## src/sv/ihex_pkg.sv

```systemverilog
package ihex_pkg;

  localparam logic [7:0] CH_CR      = 8'h0D;
  localparam logic [7:0] CH_LF      = 8'h0A;
  localparam logic [7:0] CH_COLON   = 8'h3A;
  localparam logic [7:0] CH_ZERO    = 8'h30;
  localparam logic [7:0] CH_NINE    = 8'h39;
  localparam logic [7:0] CH_UPPER_A = 8'h41;
  localparam logic [7:0] CH_UPPER_F = 8'h46;
  localparam logic [7:0] CH_LOWER_A = 8'h61;
  localparam logic [7:0] CH_LOWER_F = 8'h66;
  localparam logic [7:0] HEX_TEN    = 8'd10;

  localparam logic [7:0] TYPE_DATA = 8'h00;
  localparam logic [7:0] TYPE_EOF  = 8'h01;
  localparam logic [7:0] TYPE_XSEG = 8'h02;
  localparam logic [7:0] TYPE_SSEG = 8'h03;
  localparam logic [7:0] TYPE_XLIN = 8'h04;
  localparam logic [7:0] TYPE_SLIN = 8'h05;

  localparam logic [1:0] KIND_BYTE   = 2'd0;
  localparam logic [1:0] KIND_ACCEPT = 2'd1;
  localparam logic [1:0] KIND_REJECT = 2'd2;
  localparam logic [1:0] KIND_EOF    = 2'd3;

  localparam logic [2:0] ERR_NONE  = 3'd0;
  localparam logic [2:0] ERR_STRAY = 3'd1;
  localparam logic [2:0] ERR_DIGIT = 3'd2;
  localparam logic [2:0] ERR_SUM   = 3'd3;
  localparam logic [2:0] ERR_TYPE  = 3'd4;

  localparam logic [31:0] LINEAR_MASK = 32'hFFFF0000;

  typedef struct packed {
    logic [1:0]  result_kind;
    logic [31:0] byte_address;
    logic [7:0]  data_byte;
    logic [7:0]  rec_type;
    logic [2:0]  error_code;
    logic [31:0] start_address;
  } ihex_result_t;

endpackage

```

## src/sv/ihex_if.sv

```systemverilog
interface ihex_char_if;
  logic       valid;
  logic       ready;
  logic [7:0] char_in;

  modport source(output valid, output char_in, input ready);
  modport sink(input valid, input char_in, output ready);
endinterface

interface ihex_result_if;
  logic        valid;
  logic        ready;
  logic [1:0]  result_kind;
  logic [31:0] byte_address;
  logic [7:0]  data_byte;
  logic [7:0]  rec_type;
  logic [2:0]  error_code;
  logic [31:0] start_address;

  modport source(output valid, output result_kind, output byte_address, output data_byte,
                 output rec_type, output error_code, output start_address, input ready);
  modport sink(input valid, input result_kind, input byte_address, input data_byte,
               input rec_type, input error_code, input start_address, output ready);
endinterface

```

## src/sv/intel_hex_record_parser.sv

```systemverilog
// Intel HEX parser taking one ASCII character per word and giving at most one result word
// per character: a data byte with its full address, or the verdict on a record at its
// checksum or at its first bad character. It accepts a character in every cycle while its
// result register is free or being read out; a character passes an input register and then
// a result register before its result word is offered.
// Data bytes go out before the checksum is checked, so a consumer must drop the bytes of a
// record that is then reported as rejected. After a rejection or an end-of-file record the
// block ignores all further characters until reset.
module intel_hex_record_parser (
  input  logic          clk,
  input  logic          rst,
  ihex_char_if.sink     chars,
  ihex_result_if.source results
);
  import ihex_pkg::*;

  logic         advance;
  logic         char_valid;
  logic [7:0]   char_q;
  logic         res_load;
  ihex_result_t res;

  ihex_in_reg u_in (
    .clk        (clk),
    .rst        (rst),
    .chars      (chars),
    .advance    (advance),
    .char_valid (char_valid),
    .char_q     (char_q)
  );

  ihex_core u_core (
    .clk      (clk),
    .rst      (rst),
    .step     (char_valid && advance),
    .char_in  (char_q),
    .res_load (res_load),
    .res      (res)
  );

  ihex_out_reg u_out (
    .clk      (clk),
    .rst      (rst),
    .res_load (res_load),
    .res      (res),
    .advance  (advance),
    .results  (results)
  );

endmodule

```

## src/sv/ihex_in_reg.sv

```systemverilog
module ihex_in_reg (
  input  logic        clk,
  input  logic        rst,
  ihex_char_if.sink   chars,
  input  logic        advance,
  output logic        char_valid,
  output logic [7:0]  char_q
);

  logic take;

  assign chars.ready = !char_valid || advance;
  assign take        = chars.valid && chars.ready;

  always_ff @(posedge clk) begin
    if (rst) begin
      char_valid <= 1'b0;
    end else if (take) begin
      char_valid <= 1'b1;
    end else if (advance) begin
      char_valid <= 1'b0;
    end
  end

  always_ff @(posedge clk) begin
    if (take) begin
      char_q <= chars.char_in;
    end
  end

endmodule

```

## src/sv/ihex_core.sv

```systemverilog
module ihex_core (
  input  logic                  clk,
  input  logic                  rst,
  input  logic                  step,
  input  logic [7:0]            char_in,
  output logic                  res_load,
  output ihex_pkg::ihex_result_t res
);
  import ihex_pkg::*;

  typedef enum logic [2:0] {
    PH_COLON, PH_LENGTH, PH_OFFSET, PH_TYPE, PH_DATA, PH_CHECK
  } phase_t;

  typedef struct packed {
    phase_t      phase;
    logic [3:0]  high_nibble;
    logic        nibble_second;
    logic [7:0]  field_byte_count;
    logic [7:0]  record_length;
    logic [15:0] record_offset;
    logic [7:0]  record_kind;
    logic [7:0]  running_sum;
    logic [31:0] base_address;
    logic [31:0] payload_value;
    logic        halted;
  } state_t;

  state_t      st;
  state_t      st_next;
  logic        nib_ok;
  logic [3:0]  nib;
  logic [7:0]  byte_value;
  logic [7:0]  sum_next;
  logic [7:0]  count_inc;
  logic        rej;
  logic [7:0]  rej_type;
  logic [2:0]  rej_err;

  always_comb begin
    logic [7:0] diff;
    diff   = '0;
    nib_ok = 1'b1;
    if (char_in >= CH_ZERO && char_in <= CH_NINE) begin
      diff = char_in - CH_ZERO;
    end else if (char_in >= CH_UPPER_A && char_in <= CH_UPPER_F) begin
      diff = char_in - CH_UPPER_A + HEX_TEN;
    end else if (char_in >= CH_LOWER_A && char_in <= CH_LOWER_F) begin
      diff = char_in - CH_LOWER_A + HEX_TEN;
    end else begin
      nib_ok = 1'b0;
    end
    nib = diff[3:0];
  end

  assign byte_value = {st.high_nibble, nib};
  assign sum_next   = st.running_sum + byte_value;
  assign count_inc  = st.field_byte_count + 8'd1;

  always_comb begin
    st_next  = st;
    res_load = 1'b0;
    res      = '0;
    rej      = 1'b0;
    rej_type = st.record_kind;
    rej_err  = ERR_NONE;
    if (step && !st.halted) begin
      if (st.phase == PH_COLON) begin
        if (char_in == CH_CR || char_in == CH_LF) begin
          st_next = st;
        end else if (char_in != CH_COLON) begin
          rej      = 1'b1;
          rej_type = '0;
          rej_err  = ERR_STRAY;
        end else begin
          st_next.phase            = PH_LENGTH;
          st_next.high_nibble      = '0;
          st_next.nibble_second    = 1'b0;
          st_next.field_byte_count = '0;
          st_next.record_length    = '0;
          st_next.record_offset    = '0;
          st_next.record_kind      = '0;
          st_next.running_sum      = '0;
          st_next.payload_value    = '0;
        end
      end else if (!nib_ok) begin
        rej     = 1'b1;
        rej_err = ERR_DIGIT;
      end else if (!st.nibble_second) begin
        st_next.high_nibble   = nib;
        st_next.nibble_second = 1'b1;
      end else begin
        st_next.nibble_second = 1'b0;
        st_next.running_sum   = sum_next;
        unique case (st.phase)
          PH_LENGTH: begin
            st_next.record_length    = byte_value;
            st_next.field_byte_count = '0;
            st_next.phase            = PH_OFFSET;
          end
          PH_OFFSET: begin
            st_next.record_offset    = {st.record_offset[7:0], byte_value};
            st_next.field_byte_count = count_inc;
            if (count_inc >= 8'd2) begin
              st_next.phase = PH_TYPE;
            end
          end
          PH_TYPE: begin
            st_next.record_kind      = byte_value;
            st_next.field_byte_count = '0;
            st_next.payload_value    = '0;
            st_next.phase            = (st.record_length != '0) ? PH_DATA : PH_CHECK;
          end
          PH_DATA: begin
            st_next.payload_value    = {st.payload_value[23:0], byte_value};
            st_next.field_byte_count = count_inc;
            if (count_inc >= st.record_length) begin
              st_next.phase = PH_CHECK;
            end
            if (st.record_kind == TYPE_DATA) begin
              res_load         = 1'b1;
              res.result_kind  = KIND_BYTE;
              res.byte_address = st.base_address + {16'b0, st.record_offset}
                                 + {24'b0, st.field_byte_count};
              res.data_byte    = byte_value;
              res.rec_type     = st.record_kind;
            end
          end
          PH_CHECK: begin
            st_next.phase = PH_COLON;
            if (sum_next != '0) begin
              rej     = 1'b1;
              rej_err = ERR_SUM;
            end else begin
              res.rec_type    = st.record_kind;
              res.result_kind = KIND_ACCEPT;
              res_load        = 1'b1;
              unique case (st.record_kind)
                TYPE_DATA: begin
                  res.result_kind = KIND_ACCEPT;
                end
                TYPE_EOF: begin
                  st_next.halted  = 1'b1;
                  res.result_kind = KIND_EOF;
                end
                TYPE_XSEG: begin
                  st_next.base_address = {12'b0, st.payload_value[15:0], 4'b0};
                end
                TYPE_XLIN: begin
                  st_next.base_address = {st.payload_value[15:0], 16'b0} & LINEAR_MASK;
                end
                TYPE_SSEG, TYPE_SLIN: begin
                  res.start_address = st.payload_value;
                end
                default: begin
                  res_load = 1'b0;
                  rej      = 1'b1;
                  rej_err  = ERR_TYPE;
                end
              endcase
            end
          end
          default: begin
            st_next = st;
          end
        endcase
      end
      if (rej) begin
        st_next.halted  = 1'b1;
        st_next.phase   = PH_COLON;
        res_load        = 1'b1;
        res             = '0;
        res.result_kind = KIND_REJECT;
        res.rec_type    = rej_type;
        res.error_code  = rej_err;
      end
    end
  end

  always_ff @(posedge clk) begin
    if (rst) begin
      st <= '0;
    end else begin
      st <= st_next;
    end
  end

endmodule

```

## src/sv/ihex_out_reg.sv

```systemverilog
module ihex_out_reg (
  input  logic                   clk,
  input  logic                   rst,
  input  logic                   res_load,
  input  ihex_pkg::ihex_result_t res,
  output logic                   advance,
  ihex_result_if.source          results
);
  import ihex_pkg::*;

  ihex_result_t res_q;
  logic         res_valid;

  assign advance = !res_valid || results.ready;

  always_ff @(posedge clk) begin
    if (rst) begin
      res_valid <= 1'b0;
    end else if (advance) begin
      res_valid <= res_load;
    end
  end

  always_ff @(posedge clk) begin
    if (advance && res_load) begin
      res_q <= res;
    end
  end

  assign results.valid         = res_valid;
  assign results.result_kind   = res_q.result_kind;
  assign results.byte_address  = res_q.byte_address;
  assign results.data_byte     = res_q.data_byte;
  assign results.rec_type      = res_q.rec_type;
  assign results.error_code    = res_q.error_code;
  assign results.start_address = res_q.start_address;

endmodule

```

## src/flat_wrapper.sv

```systemverilog
// flat-port wrapper written by rule: the top's interface ports become plain ports
module intel_hex_record_parser_flat import ihex_pkg::*;
  (clk, rst, chars_valid, chars_char_in, chars_ready, results_valid, results_result_kind, results_byte_address, results_data_byte, results_rec_type, results_error_code, results_start_address, results_ready);
  ihex_char_if chars_i ();
  ihex_result_if results_i ();
  input  logic clk;
  input  logic rst;
  input wire logic [$bits(chars_i.valid)-1:0] chars_valid;
  input wire logic [$bits(chars_i.char_in)-1:0] chars_char_in;
  output wire logic [$bits(chars_i.ready)-1:0] chars_ready;
  output wire logic [$bits(results_i.valid)-1:0] results_valid;
  output wire logic [$bits(results_i.result_kind)-1:0] results_result_kind;
  output wire logic [$bits(results_i.byte_address)-1:0] results_byte_address;
  output wire logic [$bits(results_i.data_byte)-1:0] results_data_byte;
  output wire logic [$bits(results_i.rec_type)-1:0] results_rec_type;
  output wire logic [$bits(results_i.error_code)-1:0] results_error_code;
  output wire logic [$bits(results_i.start_address)-1:0] results_start_address;
  input wire logic [$bits(results_i.ready)-1:0] results_ready;
  assign chars_i.valid = chars_valid;
  assign chars_i.char_in = chars_char_in;
  assign chars_ready = chars_i.ready;
  assign results_valid = results_i.valid;
  assign results_result_kind = results_i.result_kind;
  assign results_byte_address = results_i.byte_address;
  assign results_data_byte = results_i.data_byte;
  assign results_rec_type = results_i.rec_type;
  assign results_error_code = results_i.error_code;
  assign results_start_address = results_i.start_address;
  assign results_i.ready = results_ready;
  intel_hex_record_parser u_core (.clk(clk), .rst(rst), .chars(chars_i), .results(results_i));
endmodule
```

## config.mk

```make
export PLATFORM = sky130hd
export DESIGN_NAME = intel_hex_record_parser_flat
export DESIGN_NICKNAME = d
export VERILOG_FILES = /design/src/sv/ihex_pkg.sv /design/src/sv/ihex_if.sv /design/src/sv/intel_hex_record_parser.sv /design/src/sv/ihex_in_reg.sv /design/src/sv/ihex_core.sv /design/src/sv/ihex_out_reg.sv /design/src/flat_wrapper.sv
export SDC_FILE = /design/constraint.sdc
export NUM_CORES = 1
export LEC_CHECK = 0
export BUFFER_PORTS_ARGS = -buffer_cell sky130_fd_sc_hd__buf_2
export CAP_MARGIN = 20
export CORE_MARGIN = 2
export CORE_UTILIZATION = 64
export CTS_CLUSTER_SIZE = 10
export DETAILED_ROUTE_END_ITERATION = 16
export HOLD_SLACK_MARGIN = 0.06
export PLACE_DENSITY = 0.91
export SYNTH_ARGS = -nofsm -noshare
export SYNTH_HDL_FRONTEND = slang
export SYNTH_HIERARCHICAL = 1
export SYNTH_SLANG_ARGS = --single-unit
```

## constraint.sdc

```tcl
create_clock -name clk -period 6.8 [get_ports clk]
set_input_delay 1.36 -clock clk [delete_from_list [all_inputs] [get_ports clk]]
set_output_delay 1.36 -clock clk [all_outputs]
set_load 0.01 [all_outputs]
```

Yosys cells after proc, flatten, opt, wreduce, memory -nomap -nowiden
Cells that the tools add are included.

$add $sub $neg: 9. $lt $le $gt $ge: 8. Eq/ne operators: 22. Muxes and demuxes: 82. Bitwise operators: 9. Reductions and logical operators: 54.

Operator list (count): $mux W32 (10); $mux W121 (2); $mux W50 (3); $pmux W32 S2 (2); $mux W113 (1); $mux W56 (2); $mux W85 (1); $mux W8 (7); $mux W48 (1); $mux W40 (1); $reduce_and A6 Y1 (6); $add A32 B16 Y32 (1); $add A32 B8 Y32 (1); $pmux W8 S2 (2); $mux W1 (30); $mux W3 (10); $reduce_bool A2 Y1 (12); $eq A8 B2 Y1 const B (2); $eq A8 B3 Y1 const B (2); $eq A8 B4 Y1 const B (2); $ge A8 B7 Y1 const B (2); $le A8 B7 Y1 const B (2); $mux W16 (1); $reduce_bool A8 Y1 (2); 41 further kinds (79).

Register bits after elaboration: 216. Input port bits: 12. Output and inout port bits: 87. Logic and storage cells: 205.

Logic depth before layout (Yosys ltp)
Word-level depth: 16. Mapped depth: 20.

Hierarchy
The synthesis kept the hierarchy.

By module, submodules not included: ihex_core (instances 1, cells an instance 970, area an instance 7395.8 um^2, seq. area each 2342.2 um^2); ihex_out_reg (instances 1, cells an instance 90, area an instance 2607.5 um^2, seq. area each 2572.5 um^2); ihex_in_reg (instances 1, cells an instance 13, area an instance 295.3 um^2, seq. area each 260.2 um^2); intel_hex_record_parser (instances 1, cells an instance 1, area an instance 6.3 um^2, seq. area each 0.0 um^2).

Worst setup path before layout
OpenSTA, ideal clock, no wires.

Kind: flip-flop to flip-flop. Start point: reg u_core.u_in.char_q[0]. End point: reg u_core.u_out.res_q, in the netlist u_core/u_out/results.byte_address[0] (enable). Arrival: 4116 ps. Slack: 2300 ps. Cell stages (with the launch flop): 20. Path buffers: 1. Path through: edfxtp_1 -> inv_1 -> ha_1 -> o21bai_1 -> a21oi_4 -> nor2_1 -> clkbuf_1 -> nor2_1 -> ha_1 -> inv_1 -> fa_1 -> nand2b_1 -> a21oi_1 -> nor4_1 -> a311oi_2 -> nand4_1 -> mux2i_1 -> a41oi_1 -> nor2_1 -> and2_4.

Longest elaborated chain between the ends: 16. Elaborated cells on any way between the ends: 42.

RTL lines: start: declaration (RTL line ihex_in_reg.sv:7) `output logic [7:0] char_q`; start signal: assignment (RTL line ihex_in_reg.sv:27) `char_q <= chars.char_in;`; $sub A4 B1 Y4 (tied with other cells) (RTL line ihex_core.sv:47, ihex_core.sv:49); $add A4 B4 Y4 or $logic_and A1 B1 Y1 (tied branches) (RTL line ihex_core.sv:47, ihex_core.sv:49, ihex_core.sv:48); $mux W4 (RTL line ihex_core.sv:48) `end else if (char_in >= CH_LOWER_A && char_in <= CH_LOWER_F) begin`; $mux W4 (RTL line ihex_core.sv:46) `end else if (char_in >= CH_UPPER_A && char_in <= CH_UPPER_F) begin`; $mux W4 (RTL line ihex_core.sv:44) `if (char_in >= CH_ZERO && char_in <= CH_NINE) begin`; $add A8 B8 Y8 (RTL line ihex_core.sv:57) `assign sum_next = st.running_sum + byte_value;`; $reduce_bool A8 Y1 (RTL line ihex_core.sv:131) `if (sum_next != '0) begin`; $mux W1 (RTL line ihex_core.sv:131); $mux W1 (RTL line ihex_core.sv:95) `unique case (st.phase)`; $mux W1 (RTL line ihex_core.sv:89) `end else if (!st.nibble_second) begin`; $mux W1 (RTL line ihex_core.sv:86) `end else if (!nib_ok) begin`; $mux W1 (RTL line ihex_core.sv:68) `if (st.phase == PH_COLON) begin`; $mux W1 (RTL line ihex_core.sv:67) `if (step && !st.halted) begin`; $mux W1 * (RTL line ihex_core.sv:168) `if (rej) begin`; $mux W1 * (RTL line ihex_core.sv:67); net u_core.res_load (RTL line intel_hex_record_parser.sv:20) `logic res_load;`; $logic_and A1 B1 Y1 * (RTL line ihex_out_reg.sv:25) `if (advance && res_load) begin`; end signal: assignment (RTL line ihex_out_reg.sv:26) `res_q <= res;`; end: declaration (RTL line ihex_out_reg.sv:11) `ihex_result_t res_q;`.

The timed path passes the listed nets; every way through them passes the cells marked *. The select of a mux whose other input is x is not followed. A chain may end at the register's enable or synchronous reset.

Final worst setup path
Start point: reg u_core.u_in.char_q[0]. End point: reg u_core.u_out.res_q, in the netlist u_core/u_out/results.byte_address[16] (enable).

Same word-level chain as after synthesis.

==> results.toml <==
[run_status]
status = "finished clean"

[grt]
grt_pass1_vias = 7814
grt_max_degree = 86
grt_pass1_wl_mm = 39.9
track_usage = 0.294
antenna_found_initial = 0
grt_overflow_total = 0

[cts]
ctsResizeCount = 0
insertion_delay_ns = 0.53
clockBufferDepth = 3
root_buffer = "clkbuf_16"
path_clk_slew_ns = 0.05
cts_max_level = 1
numCtsBuffers = 25
cts_setup_buffers = 0
clock_sinks = 212
hold_buffers = 0
tritoncts = "done"

[synthesis]
synth_seq_area_share = 0.502
synthDistinctLibCells = 73
yosys_register_bits = 212
synth_area_sq_um = 10300
syn_inst = 1074
async_reset_ff_frac = 0
avgSynthCellArea_sq_um = 9.59
yosysWarnings = 6
synth_top_flop_cell = "dfxtp_1"
synth-edff-count = 93
syn-num-nets = 1144

[sta]
hold_viol = 0
rsz0062_at_grt = "false"
drv_slew = 0
fin_crit_ns = 5.41
skew_ns = 0.0164
max_freq_mhz = 185
setup_violations = 0
setup_tns_ns = 0
tightest_slew_ns = 1.00
hold_slack_ns = 0.448
max_slew_margin = 0.332
post-route-period-util = 0.795

[worst_hold_path]
min-delay-start = "u_core/u_core/st[25]$_SDFFE_PP0P_"
worst_hold_path_type = "reg -> reg"
min_to = "u_core/u_core/st[25]$_SDFFE_PP0P_"
whs_path_depth = 2

[final_layout]
fin_area_sq_um = 11700
final_cell_mix = "124 x a21oi_1, 121 x nor2_1, 119 x dfxtp_1, 108 x nand2_1, 98 x buf_2"
n_antenna_cell = 0
syn_to_final_growth_pct = 13.3
final_layout_size_suffix_gt1_frac = 0.137
nets = 1229
final_common_cell = "a21oi_1"

[pwr]
ir_drop_mv = 0.193
powerDensity_nw_per_um2 = 224
cellLeakagePower_nw = 4.60

[die]
core_sq_um = 15800
rows = 46
io_pins = 99
dieWidth_um = 131
dieArea_sq_um = 17100
die_y_um = 131
start_util = 0.651

[route]
final_antenna_net_count = 0
drc = 0
vias = 8509
drt_iter0_markers = 906
totalWireLength_mm = 25.3
drt-wirelength-per-cell_um = 18.2
firstDrtPassIters = 6
vias_per_cell = 6.11

[place]
place.port_buffers = 98
placed_cell_area_sq_um = 10900
dp_hpwl_mm = 16.1
finalWeightedCongestion = 0.947

[setup_path]
start_kind = "flop"
reg2regPathDepth = 18
critPathArrivalTime_ns = 5.61
r2r_slack_ns = 1.39
critPathKind = "reg -> reg"
path_max_fanout = 50
reg2reg_to = "u_core/u_out/results.byte_address[16]$_DFFE_PP_"
critPathCaptureType = "flop"
critPathRequiredTime_ns = 7.00
reg2reg_from = "u_core/u_in/char_q[0]$_DFFE_PP_"

[run]
drv_cap = 0
-- metrics by stage --
step | util | power, W | cells | setup WS (ns)
2_1_floorplan | - | 0.00143 | 1074 | 2.30
3_3_place_gp | 0.689 | 0.00146 | 1346 | 1.54
3_5_place_dp | 0.689 | 0.00146 | 1346 | 1.31
4_1_cts | 0.734 | 0.00262 | 1390 | 1.30
5_1_grt | 0.737 | 0.00269 | 1392 | 1.11
6_report | 0.737 | 0.00262 | 1392 | 1.39
-- worst max-delay path: stages, from the launching register on --
cell	delay, ns
edfxtp_1	0.44
inv_1	0.15
ha_1	0.19
inv_1	0.05
o311a_1	0.36
nor2_1	0.68
or2_2	0.28
inv_1	0.05
ha_1	0.33
and3_4	0.18
a22o_1	0.24
nor4_1	0.24
a2bb2oi_2	0.29
nand4_1	0.25
mux2i_1	0.20
a41oi_1	0.14
nor2_1	0.16
and2_4	0.48
buf_16	0.30
-- synthesized netlist by cell type, drive strengths merged (2+ instances only) --
cell type,n,share of area
nand4,6,0.0051
dfxtp,119,0.23
buf,17,0.010
clkbuf,33,0.012
and2,46,0.028
nor3b,4,0.0029
a21boi,5,0.0036
a221oi,2,0.0023
nand2b,7,0.0057
and3,15,0.0096
o21a,2,0.0015
a211o,3,0.0026
or3,6,0.0036
a22o,15,0.013
fa,6,0.012
nand2,108,0.039
nor4,6,0.0036
nand3,69,0.034
mux2i,5,0.0049
ha,52,0.063
nor4b,3,0.0026
a211oi,3,0.0022
a21o,6,0.0044
o21ai,24,0.012
xor2,17,0.014
edfxtp,93,0.27
or2,2,0.0012
a21oi,127,0.064
o211ai,2,0.0015
inv,34,0.012
o31a,2,0.0017
nor3,47,0.025
mux2,4,0.0044
xnor2,24,0.020
o31ai,4,0.0029
a2bb2oi,2,0.0023
o21bai,2,0.0015
and4,3,0.0027
nor2,123,0.045
nand3b,2,0.0015
nor2b,8,0.0049
-- power by group --
part	switching (W)	total, W	internal [W]
Clock	0.000497	0.00119	0.000688
Combinational	0.0000570	0.0000813	0.0000243
Sequential	0.00000675	0.00135	0.00135
-- cell type report --
cell class              instances  area, sq um
clock buffers                  42          689
clock inverters                 2         27.5
fillers                      1069         4160
inverters                      34          128
multi-input cells             778         4780
flip-flops and latches        212         5170
well taps                     216          270
repair buffers                108          606
-- sequential cells by signal (all words and copies together) (netlist names) --
signal and count:
u_core/u_out/results.valid 1, u_core/u_out/results.data_byte 8, u_core/u_out/results.result_kind 2, u_core/u_in/char_q 8, u_core/u_out/results.byte_address 32, u_core/u_out/results.rec_type 8, u_core/u_out/results.error_code 3, u_core/u_out/results.start_address 32
u_core/u_core/byte_value 4, u_core/u_in/char_valid 1, u_core/u_core/st 113
-- layer usage --
| metal | vias to the layer above | wire, um | part of all wire | GRT usage |
|---|---|---|---|---|
| met5 | - | 0 | 0 | 0 |
| met4 | 0 | 958 | 0.038 | 0.126 |
| met3 | 95 | 2520 | 0.099 | 0.0546 |
| met2 | 496 | 11700 | 0.46 | 0.468 |
| met1 | 3954 | 10200 | 0.40 | 0.398 |
| li1 | 3964 | - | - | - |
-- worst max-delay path by stage --
stage	start	endpoint	slack, ns	cells past startpoint
2_1_floorplan	u_core/u_in/char_q[0]$_DFFE_PP_	u_core/u_out/results.byte_address[0]$_DFFE_PP_	2.30	19
3_3_place_gp	u_core/u_in/char_q[0]$_DFFE_PP_	u_core/u_out/results.byte_address[17]$_DFFE_PP_	1.54	17
3_5_place_dp	u_core/u_in/char_q[0]$_DFFE_PP_	u_core/u_out/results.byte_address[26]$_DFFE_PP_	1.31	17
4_1_cts	u_core/u_in/char_q[0]$_DFFE_PP_	u_core/u_out/results.byte_address[7]$_DFFE_PP_	1.30	17
5_1_grt	u_core/u_in/char_q[0]$_DFFE_PP_	u_core/u_out/results.byte_address[16]$_DFFE_PP_	1.11	18
6_report	u_core/u_in/char_q[0]$_DFFE_PP_	u_core/u_out/results.byte_address[16]$_DFFE_PP_	1.39	18
-- cell families after synthesis --
kind of cell | synth area share
adders and majority gates | 0.0758
buffers and inverters | 0.0347
muxes | 0.00923
xor gates and xnor gates | 0.0348
and+or+nand+nor | 0.219
AOI/OAI and AO/OA | 0.125
DFF | 0.502
No activity file was read; power rests on OpenSTA's default activity.
